[config.mk]
export PLATFORM = sky130hd
export DESIGN_NAME = lidar_sector_obstacle_avoider
export DESIGN_NICKNAME = d
export VERILOG_FILES = /design/src/design/lsoa_pkg.sv /design/src/design/lidar_sector_obstacle_avoider.sv /design/src/design/lsoa_velocity.sv
export SDC_FILE = /design/constraint.sdc
export NUM_CORES = 1
export LEC_CHECK = 0
export BUFFER_PORTS_ARGS = -buffer_cell sky130_fd_sc_hd__buf_2
export CORE_UTILIZATION = 35
export DETAILED_ROUTE_END_ITERATION = 6
export REMOVE_ABC_BUFFERS = 1
export SETUP_SLACK_MARGIN = 0.05
export SYNTH_ARGS = -nofsm -noshare
export SYNTH_HDL_FRONTEND = slang
export SYNTH_HIERARCHICAL = 1
export SYNTH_SLANG_ARGS = --single-unit
[constraint.sdc]
create_clock -name clk -period 23 [get_ports clk]
set_input_delay 0 -clock clk [delete_from_list [all_inputs] [get_ports clk]]
set_output_delay 0 -clock clk [all_outputs]
set_load 0.02 [all_outputs]
[src/design/lsoa_pkg.sv]
// Shared types, register indexes and constants of the lidar sector obstacle avoider.
package lsoa_pkg;

  typedef enum logic [2:0] {
    MODE_FORWARD   = 3'd0,
    MODE_LEFT      = 3'd1,
    MODE_RIGHT     = 3'd2,
    MODE_EXPLORING = 3'd3,
    MODE_REVERSING = 3'd4
  } mode_t;

  localparam int CFG_INDEX_W = 4;

  localparam logic [CFG_INDEX_W-1:0] REG_OBSTACLE_LIMIT = 4'd0;
  localparam logic [CFG_INDEX_W-1:0] REG_CLEAR_LIMIT    = 4'd1;
  localparam logic [CFG_INDEX_W-1:0] REG_RANGE_MINIMUM  = 4'd2;
  localparam logic [CFG_INDEX_W-1:0] REG_RANGE_MAXIMUM  = 4'd3;
  localparam logic [CFG_INDEX_W-1:0] REG_SCAN_LENGTH    = 4'd4;
  localparam logic [CFG_INDEX_W-1:0] REG_CRUISE_SPEED   = 4'd5;
  localparam logic [CFG_INDEX_W-1:0] REG_YAW_RATE       = 4'd6;
  localparam logic [CFG_INDEX_W-1:0] REG_DRIVE_ENABLE   = 4'd7;

  localparam int DEF_MAX_SAMPLES         = 4096;
  localparam int DEF_MIN_TURN_TICKS      = 30;
  localparam int DEF_REVERSE_TICKS       = 40;
  localparam int DEF_EXPLORE_AFTER_TICKS = 160;

  localparam logic [16:0] NO_RANGE        = 17'd100000;
  localparam logic [9:0]  RETURN_CHANCE   = 10'd51;
  localparam logic [9:0]  EXPLORE_CHANCE  = 10'd307;
  localparam logic signed [12:0] EXPLORE_TURN = 13'sd150;

  localparam logic KIND_SCAN = 1'b0;
  localparam logic KIND_TICK = 1'b1;

  localparam logic OP_SAMPLE = 1'b0;
  localparam logic OP_TICK   = 1'b1;

endpackage

[src/design/lidar_sector_obstacle_avoider.sv]
// Top level of the lidar sector obstacle avoider: scan minima, mode control and reports.
//
// Usage. Requests enter on the input channel (in_valid / in_stall) and carry either one
// lidar range sample (op = 0) or one 50 ms control tick (op = 1). A request is taken at a
// rising edge where in_valid is high and in_stall is low. Samples of a scan are folded into
// the right, front and left running minima; only the last sample of a scan produces a
// result, the scan report, after which the minima start afresh. Every tick produces a
// velocity command for the mode in force, and may end reversing after its timeout.
// Results leave on the output channel (out_valid / out_stall) from a single result register.
// One request is taken every cycle while in_stall is low, and its result is registered. The
// whole of a request's work sits between the state registers and the result register.
// When the receiver stalls, the pending result holds still and in_stall rises only for a
// request that would produce a further result; ordinary samples keep flowing.
// Registers are written through cfg_valid / cfg_ready (always ready) with cfg_index and
// cfg_data, and should only be written while the block is idle.
// Synchronous reset (rst) restores the register defaults, forward mode, cleared counters
// and empty minima, and empties the result register.
module lidar_sector_obstacle_avoider #(
  parameter int MAX_SAMPLES         = lsoa_pkg::DEF_MAX_SAMPLES,
  parameter int MIN_TURN_TICKS      = lsoa_pkg::DEF_MIN_TURN_TICKS,
  parameter int REVERSE_TICKS       = lsoa_pkg::DEF_REVERSE_TICKS,
  parameter int EXPLORE_AFTER_TICKS = lsoa_pkg::DEF_EXPLORE_AFTER_TICKS
) (
  input  logic                              clk,
  input  logic                              rst,
  // Configuration write channel.
  input  logic                              cfg_valid,
  output logic                              cfg_ready,
  input  logic [lsoa_pkg::CFG_INDEX_W-1:0]  cfg_index,
  input  logic [15:0]                       cfg_data,
  // Input channel.
  input  logic                              in_valid,
  output logic                              in_stall,
  input  logic                              op,
  input  logic [15:0]                       range_mm,
  input  logic                              sample_valid,
  input  logic                              last_sample,
  input  logic [9:0]                        chance_return,
  input  logic [9:0]                        chance_explore,
  // Output channel.
  output logic                              out_valid,
  input  logic                              out_stall,
  output logic                              report_kind,
  output logic [2:0]                        mode_code,
  output logic                              obstacle_flag,
  output logic [16:0]                       front_clearance,
  output logic [16:0]                       left_clearance,
  output logic [16:0]                       right_clearance,
  output logic signed [12:0]                linear_velocity,
  output logic signed [12:0]                angular_velocity,
  output logic [15:0]                       explore_count
);
  import lsoa_pkg::*;

  localparam int PW = $clog2(MAX_SAMPLES);

  // Configuration registers.
  logic [15:0] obstacle_limit;
  logic [15:0] clear_limit;
  logic [15:0] range_minimum;
  logic [15:0] range_maximum;
  logic [12:0] scan_length;
  logic [11:0] cruise_speed;
  logic [11:0] yaw_rate;
  logic        drive_enable;

  // Navigation state.
  mode_t         mode, mode_next;
  logic [PW-1:0] sample_position, sample_position_next;
  logic [16:0]   front_min, front_min_next;
  logic [16:0]   left_min, left_min_next;
  logic [16:0]   right_min, right_min_next;
  logic          obstacle_seen, obstacle_seen_next;
  logic [7:0]    turn_ticks, turn_ticks_next;
  logic [7:0]    forward_ticks, forward_ticks_next;
  logic [15:0]   explore_total, explore_total_next;

  // Result fields before the result register.
  logic               res_kind;
  mode_t              res_mode;
  logic               res_obstacle;
  logic [16:0]        res_front, res_left, res_right;
  logic signed [12:0] res_lin, res_ang;
  logic [15:0]        res_explore;

  logic in_take;
  logic makes_result;

  // Sector bounds from the effective scan length.
  logic [12:0] scan_n;
  logic [15:0] n3, n5, n7;
  logic [16:0] b1, b3, b5, b7, pos_ext;
  logic        range_ok, in_front, in_left, in_right;
  logic [16:0] front_fold, left_fold, right_fold;
  logic        obstacle_fold;

  logic [7:0]         turn_inc, forward_inc;
  logic signed [12:0] cmd_lin, cmd_ang;

  // Scan decision intermediates.
  mode_t       mode_mid;
  logic [7:0]  forward_mid;

  assign cfg_ready = 1'b1;

  always_ff @(posedge clk) begin
    if (rst) begin
      obstacle_limit <= 16'd2000;
      clear_limit    <= 16'd3000;
      range_minimum  <= 16'd0;
      range_maximum  <= 16'd65535;
      scan_length    <= 13'd360;
      cruise_speed   <= 12'd400;
      yaw_rate       <= 12'd500;
      drive_enable   <= 1'b1;
    end else if (cfg_valid && cfg_ready) begin
      case (cfg_index)
        REG_OBSTACLE_LIMIT: obstacle_limit <= cfg_data;
        REG_CLEAR_LIMIT:    clear_limit    <= cfg_data;
        REG_RANGE_MINIMUM:  range_minimum  <= cfg_data;
        REG_RANGE_MAXIMUM:  range_maximum  <= cfg_data;
        REG_SCAN_LENGTH:    scan_length    <= cfg_data[12:0];
        REG_CRUISE_SPEED:   cruise_speed   <= cfg_data[11:0];
        REG_YAW_RATE:       yaw_rate       <= cfg_data[11:0];
        REG_DRIVE_ENABLE:   drive_enable   <= cfg_data[0];
        default: begin
        end
      endcase
    end
  end

  // Only requests that yield a result must wait for the result register to drain.
  assign makes_result = (op == OP_TICK) || last_sample;
  assign in_stall     = out_valid && out_stall && makes_result;
  assign in_take      = in_valid && !in_stall;

  // A scan longer than the position counter can index is clipped to it.
  assign scan_n = (17'(scan_length) > 17'(MAX_SAMPLES)) ? 13'(MAX_SAMPLES) : scan_length;
  assign n3 = (16'(scan_n) << 1) + 16'(scan_n);
  assign n5 = (16'(scan_n) << 2) + 16'(scan_n);
  assign n7 = (16'(scan_n) << 3) - 16'(scan_n);
  assign b1 = 17'(scan_n[12:3]);
  assign b3 = 17'(n3[15:3]);
  assign b5 = 17'(n5[15:3]);
  assign b7 = 17'(n7[15:3]);
  assign pos_ext = 17'(sample_position);

  assign range_ok = sample_valid && (range_mm >= range_minimum) && (range_mm <= range_maximum);
  assign in_front = range_ok && (pos_ext >= b3) && (pos_ext < b5);
  assign in_left  = range_ok && !in_front && (pos_ext >= b5) && (pos_ext < b7);
  assign in_right = range_ok && !in_front && !in_left && (pos_ext >= b1) && (pos_ext < b3);

  assign front_fold = (in_front && (17'(range_mm) < front_min)) ? 17'(range_mm) : front_min;
  assign left_fold  = (in_left && (17'(range_mm) < left_min)) ? 17'(range_mm) : left_min;
  assign right_fold = (in_right && (17'(range_mm) < right_min)) ? 17'(range_mm) : right_min;
  assign obstacle_fold = obstacle_seen || (in_front && (range_mm < obstacle_limit));

  assign turn_inc    = (turn_ticks == 8'hFF) ? turn_ticks : turn_ticks + 8'd1;
  assign forward_inc = (forward_ticks == 8'hFF) ? forward_ticks : forward_ticks + 8'd1;

  lsoa_velocity u_velocity (
    .mode             (mode),
    .cruise_speed     (cruise_speed),
    .yaw_rate         (yaw_rate),
    .drive_enable     (drive_enable),
    .linear_velocity  (cmd_lin),
    .angular_velocity (cmd_ang)
  );

  always_comb begin
    mode_next            = mode;
    sample_position_next = sample_position;
    front_min_next       = front_min;
    left_min_next        = left_min;
    right_min_next       = right_min;
    obstacle_seen_next   = obstacle_seen;
    turn_ticks_next      = turn_ticks;
    forward_ticks_next   = forward_ticks;
    explore_total_next   = explore_total;
    mode_mid             = mode;
    forward_mid          = forward_ticks;

    res_kind     = KIND_TICK;
    res_mode     = mode;
    res_obstacle = 1'b0;
    res_front    = '0;
    res_left     = '0;
    res_right    = '0;
    res_lin      = cmd_lin;
    res_ang      = cmd_ang;
    res_explore  = explore_total;

    if (in_take) begin
      if (op == OP_TICK) begin
        turn_ticks_next    = turn_inc;
        forward_ticks_next = forward_inc;
        // Reversing gives way to a left turn once it has run long enough.
        if (drive_enable && (mode == MODE_REVERSING) &&
            (turn_inc > 8'(REVERSE_TICKS))) begin
          mode_next       = MODE_LEFT;
          turn_ticks_next = '0;
        end
      end else begin
        front_min_next     = front_fold;
        left_min_next      = left_fold;
        right_min_next     = right_fold;
        obstacle_seen_next = obstacle_fold;
        if (sample_position < PW'(MAX_SAMPLES - 1)) begin
          sample_position_next = sample_position + PW'(1);
        end
        if (last_sample) begin
          if (obstacle_fold && (mode == MODE_FORWARD)) begin
            if ((left_fold > right_fold) && (left_fold > 17'(obstacle_limit))) begin
              mode_mid = MODE_LEFT;
            end else if ((right_fold > left_fold) &&
                         (right_fold > 17'(obstacle_limit))) begin
              mode_mid = MODE_RIGHT;
            end else begin
              mode_mid = MODE_REVERSING;
            end
            turn_ticks_next = '0;
          end else if (!obstacle_fold && (front_fold > 17'(clear_limit))) begin
            if ((mode == MODE_LEFT) || (mode == MODE_RIGHT) || (mode == MODE_REVERSING)) begin
              if (turn_ticks > 8'(MIN_TURN_TICKS)) begin
                mode_mid    = MODE_FORWARD;
                forward_mid = '0;
                if (explore_total != 16'hFFFF) begin
                  explore_total_next = explore_total + 16'd1;
                end
              end
            end else if (mode == MODE_EXPLORING) begin
              if (chance_return < RETURN_CHANCE) begin
                mode_mid = MODE_FORWARD;
              end
            end
          end
          mode_next          = mode_mid;
          forward_ticks_next = forward_mid;
          // Now and then a long straight run turns into a spell of exploring.
          if ((mode_mid == MODE_FORWARD) && (forward_mid > 8'(EXPLORE_AFTER_TICKS))) begin
            if (chance_explore < EXPLORE_CHANCE) begin
              mode_next = MODE_EXPLORING;
            end
            forward_ticks_next = '0;
          end

          res_kind     = KIND_SCAN;
          res_mode     = mode_next;
          res_obstacle = obstacle_fold;
          res_front    = front_fold;
          res_left     = left_fold;
          res_right    = right_fold;
          res_lin      = '0;
          res_ang      = '0;
          res_explore  = explore_total_next;

          sample_position_next = '0;
          front_min_next       = NO_RANGE;
          left_min_next        = NO_RANGE;
          right_min_next       = NO_RANGE;
          obstacle_seen_next   = 1'b0;
        end
      end
    end
  end

  always_ff @(posedge clk) begin
    if (rst) begin
      mode            <= MODE_FORWARD;
      sample_position <= '0;
      front_min       <= NO_RANGE;
      left_min        <= NO_RANGE;
      right_min       <= NO_RANGE;
      obstacle_seen   <= 1'b0;
      turn_ticks      <= '0;
      forward_ticks   <= '0;
      explore_total   <= '0;
    end else begin
      mode            <= mode_next;
      sample_position <= sample_position_next;
      front_min       <= front_min_next;
      left_min        <= left_min_next;
      right_min       <= right_min_next;
      obstacle_seen   <= obstacle_seen_next;
      turn_ticks      <= turn_ticks_next;
      forward_ticks   <= forward_ticks_next;
      explore_total   <= explore_total_next;
    end
  end

  // Result register: loads whenever a request yields a result, drains when taken.
  always_ff @(posedge clk) begin
    if (rst) begin
      out_valid <= 1'b0;
    end else if (in_take && makes_result) begin
      out_valid <= 1'b1;
    end else if (!out_stall) begin
      out_valid <= 1'b0;
    end
  end

  always_ff @(posedge clk) begin
    if (in_take && makes_result) begin
      report_kind      <= res_kind;
      mode_code        <= res_mode;
      obstacle_flag    <= res_obstacle;
      front_clearance  <= res_front;
      left_clearance   <= res_left;
      right_clearance  <= res_right;
      linear_velocity  <= res_lin;
      angular_velocity <= res_ang;
      explore_count    <= res_explore;
    end
  end

endmodule

[src/design/lsoa_velocity.sv]
// Velocity command for the current navigation mode.
module lsoa_velocity (
  input  lsoa_pkg::mode_t     mode,
  input  logic [11:0]         cruise_speed,
  input  logic [11:0]         yaw_rate,
  input  logic                drive_enable,
  output logic signed [12:0]  linear_velocity,
  output logic signed [12:0]  angular_velocity
);
  import lsoa_pkg::*;

  logic [14:0] scaled;
  logic [31:0] product;
  logic [12:0] seventy_pct;
  logic [12:0] half_fs;
  logic [12:0] half_ts;

  // round(0.7 * fs) = (7 fs + 5) / 10, the division done by reciprocal multiply.
  assign scaled      = 15'({cruise_speed, 3'b000}) - 15'(cruise_speed) + 15'd5;
  assign product     = 32'(scaled) * 32'd52429;
  assign seventy_pct = 13'(product[31:19]);
  assign half_fs     = (13'(cruise_speed) + 13'd1) >> 1;
  assign half_ts     = (13'(yaw_rate) + 13'd1) >> 1;

  always_comb begin
    linear_velocity  = '0;
    angular_velocity = '0;
    if (drive_enable) begin
      case (mode)
        MODE_FORWARD: begin
          linear_velocity = $signed(13'(cruise_speed));
        end
        MODE_LEFT: begin
          angular_velocity = $signed(13'(yaw_rate));
        end
        MODE_RIGHT: begin
          angular_velocity = -$signed(13'(yaw_rate));
        end
        MODE_EXPLORING: begin
          linear_velocity  = $signed(seventy_pct);
          angular_velocity = EXPLORE_TURN;
        end
        MODE_REVERSING: begin
          linear_velocity  = -$signed(half_fs);
          angular_velocity = $signed(half_ts);
        end
        default: begin
          linear_velocity  = '0;
          angular_velocity = '0;
        end
      endcase
    end
  end

endmodule

* Word-level counts from Yosys, hierarchy flattened
Index checks and enable logic that the tools add are counted.
Word-level totals: bits in registers 300, input port bits 64
Operators by class: add/subtract/negate cells 13, multipliers 1, order comparisons 24, eq/ne operators 17, multiplexer cells 65, bitwise gates (word level) 3, reductions and logical operators 54
Operators with widths (count):
- $mux 16 | 8
- $mux 8 | 16
- $mux 13 | 9
- $mux 17 | 6
- $mux 3 | 18
- $pmux 13 s4 | 1
- $gt 17x16->1 | 3
- $lt 16x17->1 | 3
- $pmux 13 s3 | 1
- $gt 17x17->1 | 2
- $mul 15x16->31 const B | 1
- $add 12x1->13 const B | 2
- $lt 12x13->1 | 2
- $neg 12->13 | 2
- $logic_and 1x1->1 | 25
- $mux 12 | 2
- $reduce_and 2->1 | 10
- $add 15x13->16 | 1
- $add 16x1->16 const B | 1
- $add 8x1->8 const B | 2
- $eq 4x3->1 const B | 4
- $eq 8x8->1 const B | 2
- $ge 16x16->1 | 1
- $le 16x16->1 | 1
- 35 further kinds | 54

* Longest topological paths before layout
Gate-level depths: netlist of the first run.
depth after elaboration 30, mapped depth 40

* Modules after synthesis
The synthesis of the first run kept the hierarchy.
Modules (own cells, without submodules):
- lidar_sector_obstacle_avoider | times used 1, cells each 2017, area each 18691.7 sq um
- lsoa_velocity | times used 1, cells each 672, area each 5467.7 sq um

* Worst setup path before layout of the first run
No wires, ideal clock.
path type reg2reg, start point register scan_length[12], end point register mode_code[2], data pin, library setup time 269 ps, arrival time 6934 ps, required time 22731 ps, setup slack 15797 ps, stages on the path, launching flop included 37, buffers on the path 4, period minus slack after synthesis 7203 ps, path through dfxtp_1 > buf_2 > inv_1 > buf_1 > nand2_1 > ha_1 > and4b_1 > o21a_1 > o21a_1 > o21a_1 > o31a_1 > o211a_1 > o21ai_0 > nand2b_1 > a21oi_1 > xnor2_1 > ha_1 > and4_1 > a221oi_1 > a21boi_0 > a21o_4 > nand2_1 > nor2_1 > o211ai_1 > buf_2 > buf_2 > mux2i_1 > ha_1 > a21o_1 > a21oi_1 > a21oi_1 > o31ai_1 > o211ai_1 > a211oi_1 > nor4b_1 > a21boi_0 > o21ai_0
Between the ends: cells in the longest elaborated chain, start to end 30, elaborated cells on any way between the ends 59, classes of those cells add/sub (3); order compare (13); mux (21); reduce/logical (22)
RTL lines:
- from (decl) | line lidar_sector_obstacle_avoider.sv:62 | logic [12:0] scan_length;
- from (signal assigned) | line lidar_sector_obstacle_avoider.sv:122 | REG_SCAN_LENGTH: scan_length <= cfg_data[12:0];
- $gt 13x13->1 | line lidar_sector_obstacle_avoider.sv:138 | assign scan_n = (17'(scan_length) > 17'(MAX_SAMPLES)) ? 13'(MAX_SAMPLES) : scan_length;
- $mux 13 (*) | line lidar_sector_obstacle_avoider.sv:138
- $add 14x13->15 | line lidar_sector_obstacle_avoider.sv:139 | assign n3 = (16'(scan_n) << 1) + 16'(scan_n);
- $ge 12x12->1 | line lidar_sector_obstacle_avoider.sv:149 | assign in_front = range_ok && (pos_ext >= b3) && (pos_ext < b5);
- $logic_and 1x1->1 (2 in series) | line lidar_sector_obstacle_avoider.sv:149
- $logic_not 1->1 | line lidar_sector_obstacle_avoider.sv:150, lidar_sector_obstacle_avoider.sv:151
- $logic_and 1x1->1 | line lidar_sector_obstacle_avoider.sv:150, lidar_sector_obstacle_avoider.sv:151
- $logic_and 1x1->1 (2 in series) | line lidar_sector_obstacle_avoider.sv:150 | assign in_left = range_ok && !in_front && (pos_ext >= b5) && (pos_ext < b7);
- (+13 left out)
- $mux 3 | line lidar_sector_obstacle_avoider.sv:193 | if (in_take) begin
- $logic_not 3->1 | line lidar_sector_obstacle_avoider.sv:240 | if ((mode_mid == MODE_FORWARD) && (forward_mid > 8'(EXPLORE_AFTER_TICKS))) begin
- $logic_and 1x1->1 | line lidar_sector_obstacle_avoider.sv:240
- $mux 3 (*) | line lidar_sector_obstacle_avoider.sv:240
- $mux 3 (*)
- $mux 3 (*) | line lidar_sector_obstacle_avoider.sv:194 | if (op == OP_TICK) begin
- $mux 3 (*) | line lidar_sector_obstacle_avoider.sv:193
- named net res_mode[2] | line lidar_sector_obstacle_avoider.sv:80 | mode_t res_mode;
- to (signal assigned) | line lidar_sector_obstacle_avoider.sv:305 | mode_code <= res_mode;
- to (decl) | line lidar_sector_obstacle_avoider.sv:44 | output logic [2:0] mode_code,
Mark *: on every way through the listed nets, which the timed path passes. The rest lies on a longest branch. The select of a mux whose other input is x is not followed. A chain may end at the register's enable or synchronous reset.

* Final worst setup path of the first run
start point register scan_length[12], end point register mode[1]
Between the ends: cells in the longest elaborated chain, start to end 29, elaborated cells on any way between the ends 58, classes of those cells add/sub (3); order compare (13); mux (20); reduce/logical (22)
RTL lines:
- $gt 13x13->1 | line lidar_sector_obstacle_avoider.sv:138
- $mux 13 (*) | line lidar_sector_obstacle_avoider.sv:138
- $add 14x13->15 | line lidar_sector_obstacle_avoider.sv:139
- $ge 12x12->1 | line lidar_sector_obstacle_avoider.sv:149
- $logic_and 1x1->1 (2 in series) | line lidar_sector_obstacle_avoider.sv:149
- $logic_not 1->1 | line lidar_sector_obstacle_avoider.sv:150, lidar_sector_obstacle_avoider.sv:151
- $logic_and 1x1->1 | line lidar_sector_obstacle_avoider.sv:150, lidar_sector_obstacle_avoider.sv:151
- $logic_and 1x1->1 (2 in series) | line lidar_sector_obstacle_avoider.sv:150
- (+6 left out)
- named net right_fold[3] | line lidar_sector_obstacle_avoider.sv:94 | logic [16:0] front_fold, left_fold, right_fold;
- (+5 left out)
- $mux 3 (*) | line lidar_sector_obstacle_avoider.sv:211 | if (last_sample) begin
- $mux 3 (*) | line lidar_sector_obstacle_avoider.sv:194
- $mux 3 (*) | line lidar_sector_obstacle_avoider.sv:193
- $logic_not 3->1 | line lidar_sector_obstacle_avoider.sv:240
- $logic_and 1x1->1 | line lidar_sector_obstacle_avoider.sv:240
- $mux 3 (*) | line lidar_sector_obstacle_avoider.sv:240
- $mux 3 (*) | line lidar_sector_obstacle_avoider.sv:211
- $mux 3 (*) | line lidar_sector_obstacle_avoider.sv:194
- to (signal assigned) | line lidar_sector_obstacle_avoider.sv:279 | mode <= mode_next;
- to (decl) | line lidar_sector_obstacle_avoider.sv:68 | mode_t mode, mode_next;
Marks and branches as above.

==> impl_metrics.py, run 1 <==
metrics = {
    "run_status": {
        "status": "finished clean",
    },
    "placed_design": {
        "gp_congestion": 0.8891,
        "dp_hpwl_um": 51420,
        "dpl.cell_count": 3650,
        "io_buffers": 163,
        "placed_area_um2": 25820,
    },
    "critical_path": {
        "crit_path_max_fanout": 20,
        "cpMaxStageDelayCell": "nor2_2",
        "worst_r2r_path_depth": 33,
        "path_class": "reg2reg",
        "r2r-start": "scan_length[12]",
        "worst_setup_path_start_kind": "register",
        "worstReg2RegEnd": "mode[1]",
        "required_ps": 23390,
        "cp-end-kind": "register",
        "path_buf_inv": 1,
        "arrival_ps": 9270,
        "crit_top_cell": "a21oi_1",
        "cp_slowest_stage_delay_ps": 780,
        "cpLargestDelayFamily": "compound AO/OA/AOI/OAI gates",
        "reg2reg_slack_ps": 14120,
    },
    "clocking": {
        "cts_root_buf": "clkbuf_16",
        "clkSinkCount": 300,
        "clock_path_buffers": 3,
        "cts_tree": "yes",
        "clk_pin_slew_ps": 60,
        "postCtsSetupBuffers": 0,
        "numCtsBuffers": 34,
        "clkLatencyLatePin_ps": 530,
        "postCtsResizedCells": 0,
        "htree_levels": 2,
    },
    "finish": {
        "fillers": 6905,
        "syn_to_final_growth_pct": 12.97,
        "num-nets-final": 3338,
        "multi_input_area_um2": 15670,
        "drive_gt1_share_pct": 11.26,
        "register_area_um2": 6987,
        "fin_area_um2": 27290,
        "final_util_pct": 40.28,
        "layout.cells.non_filler": 3751,
    },
    "yosys": {
        "synth_edf_count": 98,
        "synthesis.area_um2": 24160,
        "synthArstFlopShare_pct": 0,
        "synthFlopType": "dfxtp_1",
        "ys_seq_area_share_pct": 28.92,
        "ys_warn_count": 6,
        "synth_compound_area_share_pct": 17.35,
        "synth_top_family_by_area": "adder cells",
        "synth_seq_cells": 300,
        "avgSynthCellArea_um2": 8.985,
        "synthSimpleGateAreaFrac_pct": 16.42,
        "ys_types": 111,
        "synth_mux_area_share_pct": 3.838,
        "syn-instance-count": 2689,
        "synthAdderAreaFrac_pct": 23.74,
        "synth_xor_xnor_area_share_pct": 3.439,
    },
    "drt": {
        "vias": 19710,
        "ant_nets": 0,
        "wl_per_cell_um": 18.38,
        "drt-total-wl_um": 68960,
        "drc": 0,
        "routed_via_density": 5.255,
        "drtPass1Iterations": 5,
        "drt_iter0_markers": 1301,
    },
    "global_routing": {
        "grt_pass1_wl_um": 106600,
        "use_met2_pct": 30.80,
        "met1_usage_pct": 27.43,
        "grtUsageTotal_pct": 19.30,
        "grt_util_met3_pct": 2.666,
        "grt_antenna_before_repair": 2,
        "grt-ovfl-total": 0,
        "grt_max_degree": 86,
        "busiest_layer": "met2",
        "grt_pass1_vias": 18820,
    },
    "die": {
        "die-area_um2": 70080,
        "io_pins": 165,
        "die-width_um": 264.7,
        "initial_core_util_pct": 35.66,
        "num_rows": 95,
        "core_area_um2": 67750,
        "die_h_um": 264.7,
    },
    "power": {
        "peakVddDrop_mv": 0.09555,
        "power_density_nw_per_um2": 65.19,
        "leakage_nw": 12.53,
        "p_total_mw": 1.779,
    },
    "timing": {
        "clock_skew_ps": 15.52,
        "setup_violations": 0,
        "worst_pin_slew_ps": 1240,
        "timing.final.crit_share_pct": 38.60,
        "finalHoldViolations": 0,
        "rsz0062_at_grt": "false",
        "max_freq_mhz": 112.6,
        "slew_headroom_pct": 16.95,
        "final.min_clock_period_ps": 8878,
        "fin_setup_tns_ps": 0,
        "slew_violations": 0,
    },
    "worst_hold_path": {
        "hold_path.class": "in2reg",
        "holdPathStages": 2,
        "worstHoldEndpoint": "left_min[1]",
        "min_from": "range_mm[1]",
    },
    "run": {
        "maxCapViolations": 0,
    },
}
[worst max path at each step]
stage	start	to	slack, ps	cells after the start
after CTS	scan_length[12]	mode[1]	14270	32
after global routing	scan_length[12]	mode[1]	13510	32
after global placement	scan_length[12]	mode[1]	14510	32
after detailed placement	scan_length[12]	mode_code[2]	14310	31
final	scan_length[12]	mode[1]	14120	33
after floorplan	scan_length[12]	mode_code[2]	15420	31
[sequential cells by signal (all words and copies together), names as in the netlist, 3 cells and up]
| register | count |
|---|---|
| front_min | 17 |
| sample_position | 12 |
| explore_count | 16 |
| explore_total | 16 |
| front_clearance | 17 |
| scan_length | 13 |
| mode_code | 3 |
| angular_velocity | 13 |
| clear_limit | 16 |
| left_clearance | 17 |
| right_clearance | 17 |
| range_maximum | 16 |
| yaw_rate | 12 |
| linear_velocity | 13 |
| right_min | 17 |
| left_min | 17 |
| turn_ticks | 8 |
| cruise_speed | 12 |
| forward_ticks | 8 |
| mode | 3 |
| obstacle_limit | 16 |
| range_minimum | 16 |
[worst reg2reg max path, delay by kind of cell (launching register included)]
family / cells / cell delay, ps
xor+xnor: 1 / 150
compound gates: 19 / 4410
mux: 1 / 450
fa+ha+maj: 3 / 830
simple gates: 8 / 1880
flops: 1 / 650
buf+inv: 1 / 390
[logic make-up (layout without fill, tap and decap cells)]
group / Yosys count / after routing
simple gates: 798 / 798
compound gates: 590 / 590
fa+ha+maj: 423 / 423
buf+inv: 393 / 581
flops: 300 / 300
xor+xnor: 94 / 94
mux: 90 / 90
other cells: 1 / 2
[cells in the mapped netlist (all sizes together), types with 12 or more instances]
master  count  area, um^2
nand3b     16       120.1
xnor2      61       534.3
and3       23       143.9
fa         59        1181
a31oi      16       106.4
xor2       33       296.5
a211oi     27       212.7
buf        21       120.1
nand2     203       767.0
ha        364        4554
mux2       21       236.5
o21a       30       225.2
o22ai      22       137.6
nand4      34       212.7
a21o       54       414.1
a21oi     150       750.7
nor4       12       75.07
edfxtp     98        2943
nor2b      46       287.8
clkbuf     70       262.8
o211ai     21       195.2
o21ai      82       425.4
nor3       45       225.2
inv       300        1126
nor2      200       755.7
a22o       25       220.2
a211o      39       342.8
nand2b     33       209.0
a22oi      12       90.09
nand3      63       327.8
and2       60       375.4
or2        22       137.6
mux2i      69       690.7
dfxtp     202        4044
[metrics by stage]
step / worst slack [ps] / hold WS (ps)
3_5_place_dp: 14310 / 323.6
3_3_place_gp: 14510 / 323.5
2_1_floorplan: 15420 / 69.07
4_1_cts: 14270 / 4.170
5_1_grt: 13510 / 10.44
6_report: 14120 / 29.50
[area by class of cell]
class	count	area share, %
sequential	300	25.60
timing repair buffer	217	4.832
inverter	302	4.162
tap	873	4.002
clock inverter	13	0.4447
antenna	1	0.009168
clock buffer	49	3.544
multi-input combinational	1996	57.41
[timing repair]
| item | in CTS | in global routing |
|---|---|---|
| setup endpoints to repair | 0 | 0 |
| hold buffers | 38 | 0 |
| hold endpoints to repair | 146 | 0 |
[cell usage in the layout, fill, tap and decap left out, types with 12 or more instances in the layout]
cell           netlist  routed
o21ai_0             76      76
nor2b_1             46      46
o211ai_1            17      17
nand2b_1            32      32
nand3b_1            16      16
and3_1              23      23
a22oi_1             12      12
edfxtp_1            98      98
xnor2_1             61      61
nor3_1              45      45
clkbuf_16            0      34
mux2i_1             69      69
nor2_1             198     197
o22ai_1             22      22
xor2_1              32      32
o21a_1              30      30
nor4_1              12      12
mux2_2              21      21
buf_2               12     162
a21o_1              52      52
nand2_1            201     201
fa_1                59      59
buf_4                1      17
and2_1              59      59
dlygate4sd3_1        0      38
a22o_1              24      24
nand3_1             62      62
nand4_1             34      34
a211o_1             38      38
a21oi_1            150     150
inv_1              299     299
ha_1               364     364
or2_2               20      20
a31oi_1             15      15
dfxtp_1            202     202
a211oi_1            25      25
[where the power goes]
| part | leakage [nW] | internal, mW | switching, mW |
|---|---|---|---|
| sequential | 2.60 | 0.560 | 0.00714 |
| combinational | 9.40 | 0.273 | 0.399 |
| clock | 0.534 | 0.308 | 0.232 |
[routing by layer]
metal / share of wire (%) / wire length, um / vias to the layer above
li1: - / - / 9856
met1: 48 / 33370 / 9348
met2: 44 / 30670 / 428
met3: 5.0 / 3474 / 80
met4: 2.1 / 1440 / 0
met5: 0 / 0 / -
(Power assumes the default switching activity.)
==> inputs of run 2 (changes only) <==
- clock period: 23 -> 8.35 ns (I/O delays scaled with it)
==> run 2 against run 1 <==
Hold slack got worse by 11 ps. First-iteration DRC count grew 14%. Cell count up 0.59%. Die area did not move. Clock power increased to 2.8 times the previous value. Sequential power rose to 2.8 times the previous value. Wire length barely moved. Maximum frequency rose by 14%.
==> impl_metrics.py, run 2 (synthesis results as in run 1) <==
metrics = {
    "timing": {
        "hold_ws_ps": 18.10,
        "setup_violations": 0,
        "rsz0062_at_grt": "true",
        "slew_violations": 0,
        "final.min_clock_period_ps": 7811,
        "finalHoldViolations": 0,
        "max_freq_mhz": 128.0,
        "timing.final.crit_share_pct": 93.54,
        "fin_setup_tns_ps": 0,
        "slew_headroom_pct": 17.87,
        "worst_pin_slew_ps": 1219,
        "clock_skew_ps": 29.87,
    },
    "drt": {
        "dr_wl_met3_um": 3364,
        "top_layer": "met5",
        "drtPass1Iterations": 5,
        "drc": 0,
        "drt_iter0_markers": 1487,
        "drt-total-wl_um": 68970,
        "routed-wl-met2_um": 30830,
        "routed_via_density": 5.283,
        "wl_per_cell_um": 18.28,
        "ant_nets": 0,
        "vias": 19930,
        "met1_length_um": 33780,
    },
    "critical_path": {
        "crit_path_max_fanout": 9,
        "cpMaxStageDelayCell": "dfxtp_1",
        "path_class": "reg2reg",
        "arrival_ps": 8110,
        "required_ps": 8650,
        "path_buf_inv": 4,
        "worst_setup_path_start_kind": "register",
        "cp-end-kind": "register",
        "cp_num_cells": 28,
        "worst_r2r_path_depth": 28,
        "cpLargestDelayFamily": "adder cells",
        "cp_slowest_stage_delay_ps": 580,
    },
    "die": {
        "die-width_um": 264.7,
        "die_h_um": 264.7,
        "die-area_um2": 70080,
        "num_rows": 95,
        "initial_core_util_pct": 35.66,
        "io_pins": 165,
        "core_area_um2": 67750,
    },
    "finish": {
        "fin_area_um2": 27540,
        "mostFrequentLayoutCells": "ha_1, inv_1, nand2_1, dfxtp_1, nor2_1",
        "layout.cells.non_filler": 3773,
        "syn_to_final_growth_pct": 14.01,
        "num-nets-final": 3360,
        "layout.cells.most_common": "ha_1",
        "fillers": 6875,
        "n_antenna_cell": 0,
        "drive_gt1_share_pct": 12.28,
    },
    "placed_design": {
        "gp_congestion": 0.9162,
        "dpl.cell_count": 3664,
        "io_buffers": 163,
        "placed_area_um2": 25930,
        "dp_hpwl_um": 51550,
    },
    "clocking": {
        "clkSinkCount": 300,
        "numCtsBuffers": 35,
        "htree_levels": 2,
        "cts_root_buf": "clkbuf_16",
        "clock_path_buffers": 3,
        "cts_tree": "yes",
        "clk_pin_slew_ps": 60,
        "clkLatencyLatePin_ps": 550,
    },
    "global_routing": {
        "grtUsageTotal_pct": 19.36,
        "grt_pass1_wl_um": 107100,
        "grt_pass1_vias": 18740,
        "grt_max_degree": 71,
        "grt-ovfl-total": 0,
        "grt_antenna_before_repair": 1,
    },
    "power": {
        "power_density_nw_per_um2": 180.0,
        "p_total_mw": 4.958,
        "peakVddDrop_mv": 0.3675,
        "leakage_nw": 12.62,
    },
    "worst_hold_path": {
        "holdPathStages": 2,
        "hold_path.class": "in2reg",
    },
    "run": {
        "maxCapViolations": 0,
    },
    "run_status": {
        "status": "finished clean",
    },
}
==> run 2: changes by cell type in the layout (fill, tap and decap cells not counted), moves of 2 or more <==
cell	delta
a211oi_2	+2
inv_4	-3
clkbuf_16	+2
mux2i_2	+5
mux2i_1	-5
buf_4	+20
clkbuf_1	+2
clkinv_4	-2
a211oi_1	-2
dfxtp_1	-2
dfxtp_2	+2
a21boi_0	-2
clkinv_2	+3
==> run 2: area by class of cell <==
cell class	instances	area, um^2	area share [%]
clock inverter	12	103.9	0.3770
inverter	302	1136	4.125
tap	873	1092	3.966
multi-input combinational	1996	15730	57.12
timing repair buffer	238	1479	5.369
sequential	300	6989	25.37
clock buffer	52	1011	3.670
==> run 2: report_power, final <==
part           switching [mW]  internal [mW]
Sequential             0.0185           1.54
Combinational            1.09          0.791
Clock                   0.645          0.876
==> run 2: path summary, 6_finish.rpt <==
check                          start                   to  slack (ps)
hold reg to reg   obstacle_limit[15]   obstacle_limit[15]         450
setup / recovery     cruise_speed[1]  linear_velocity[11]         540
hold / removal           range_mm[2]          left_min[2]          20
setup reg to reg     cruise_speed[1]  linear_velocity[11]         540
==> run 2: timing repair <==
action                                  4_1_cts  5_1_grt
endpoints found under the setup margin        0       40
hold buffers                                 39        0
hold endpoints to repair                    126        0
setup buffers                                 0        6
resized for setup                             0       19
==> run 2: per-layer routing <==
metal | global-route usage, % | up-vias
met2 | 30.94 | 488
met5 | 0 | -
met3 | 2.146 | 71
met1 | 28.17 | 9475
met4 | 3.593 | 2
li1 | - | 9898
==> run 2: per-stage QoR <==
stage                     worst slack (ps)  utilization (%)
after floorplan                      772.1                -
after global placement               283.7            38.27
after detailed placement             270.7            38.27
after CTS                            221.5            40.49
after global routing                -60.27            40.65
final                                539.5            40.65
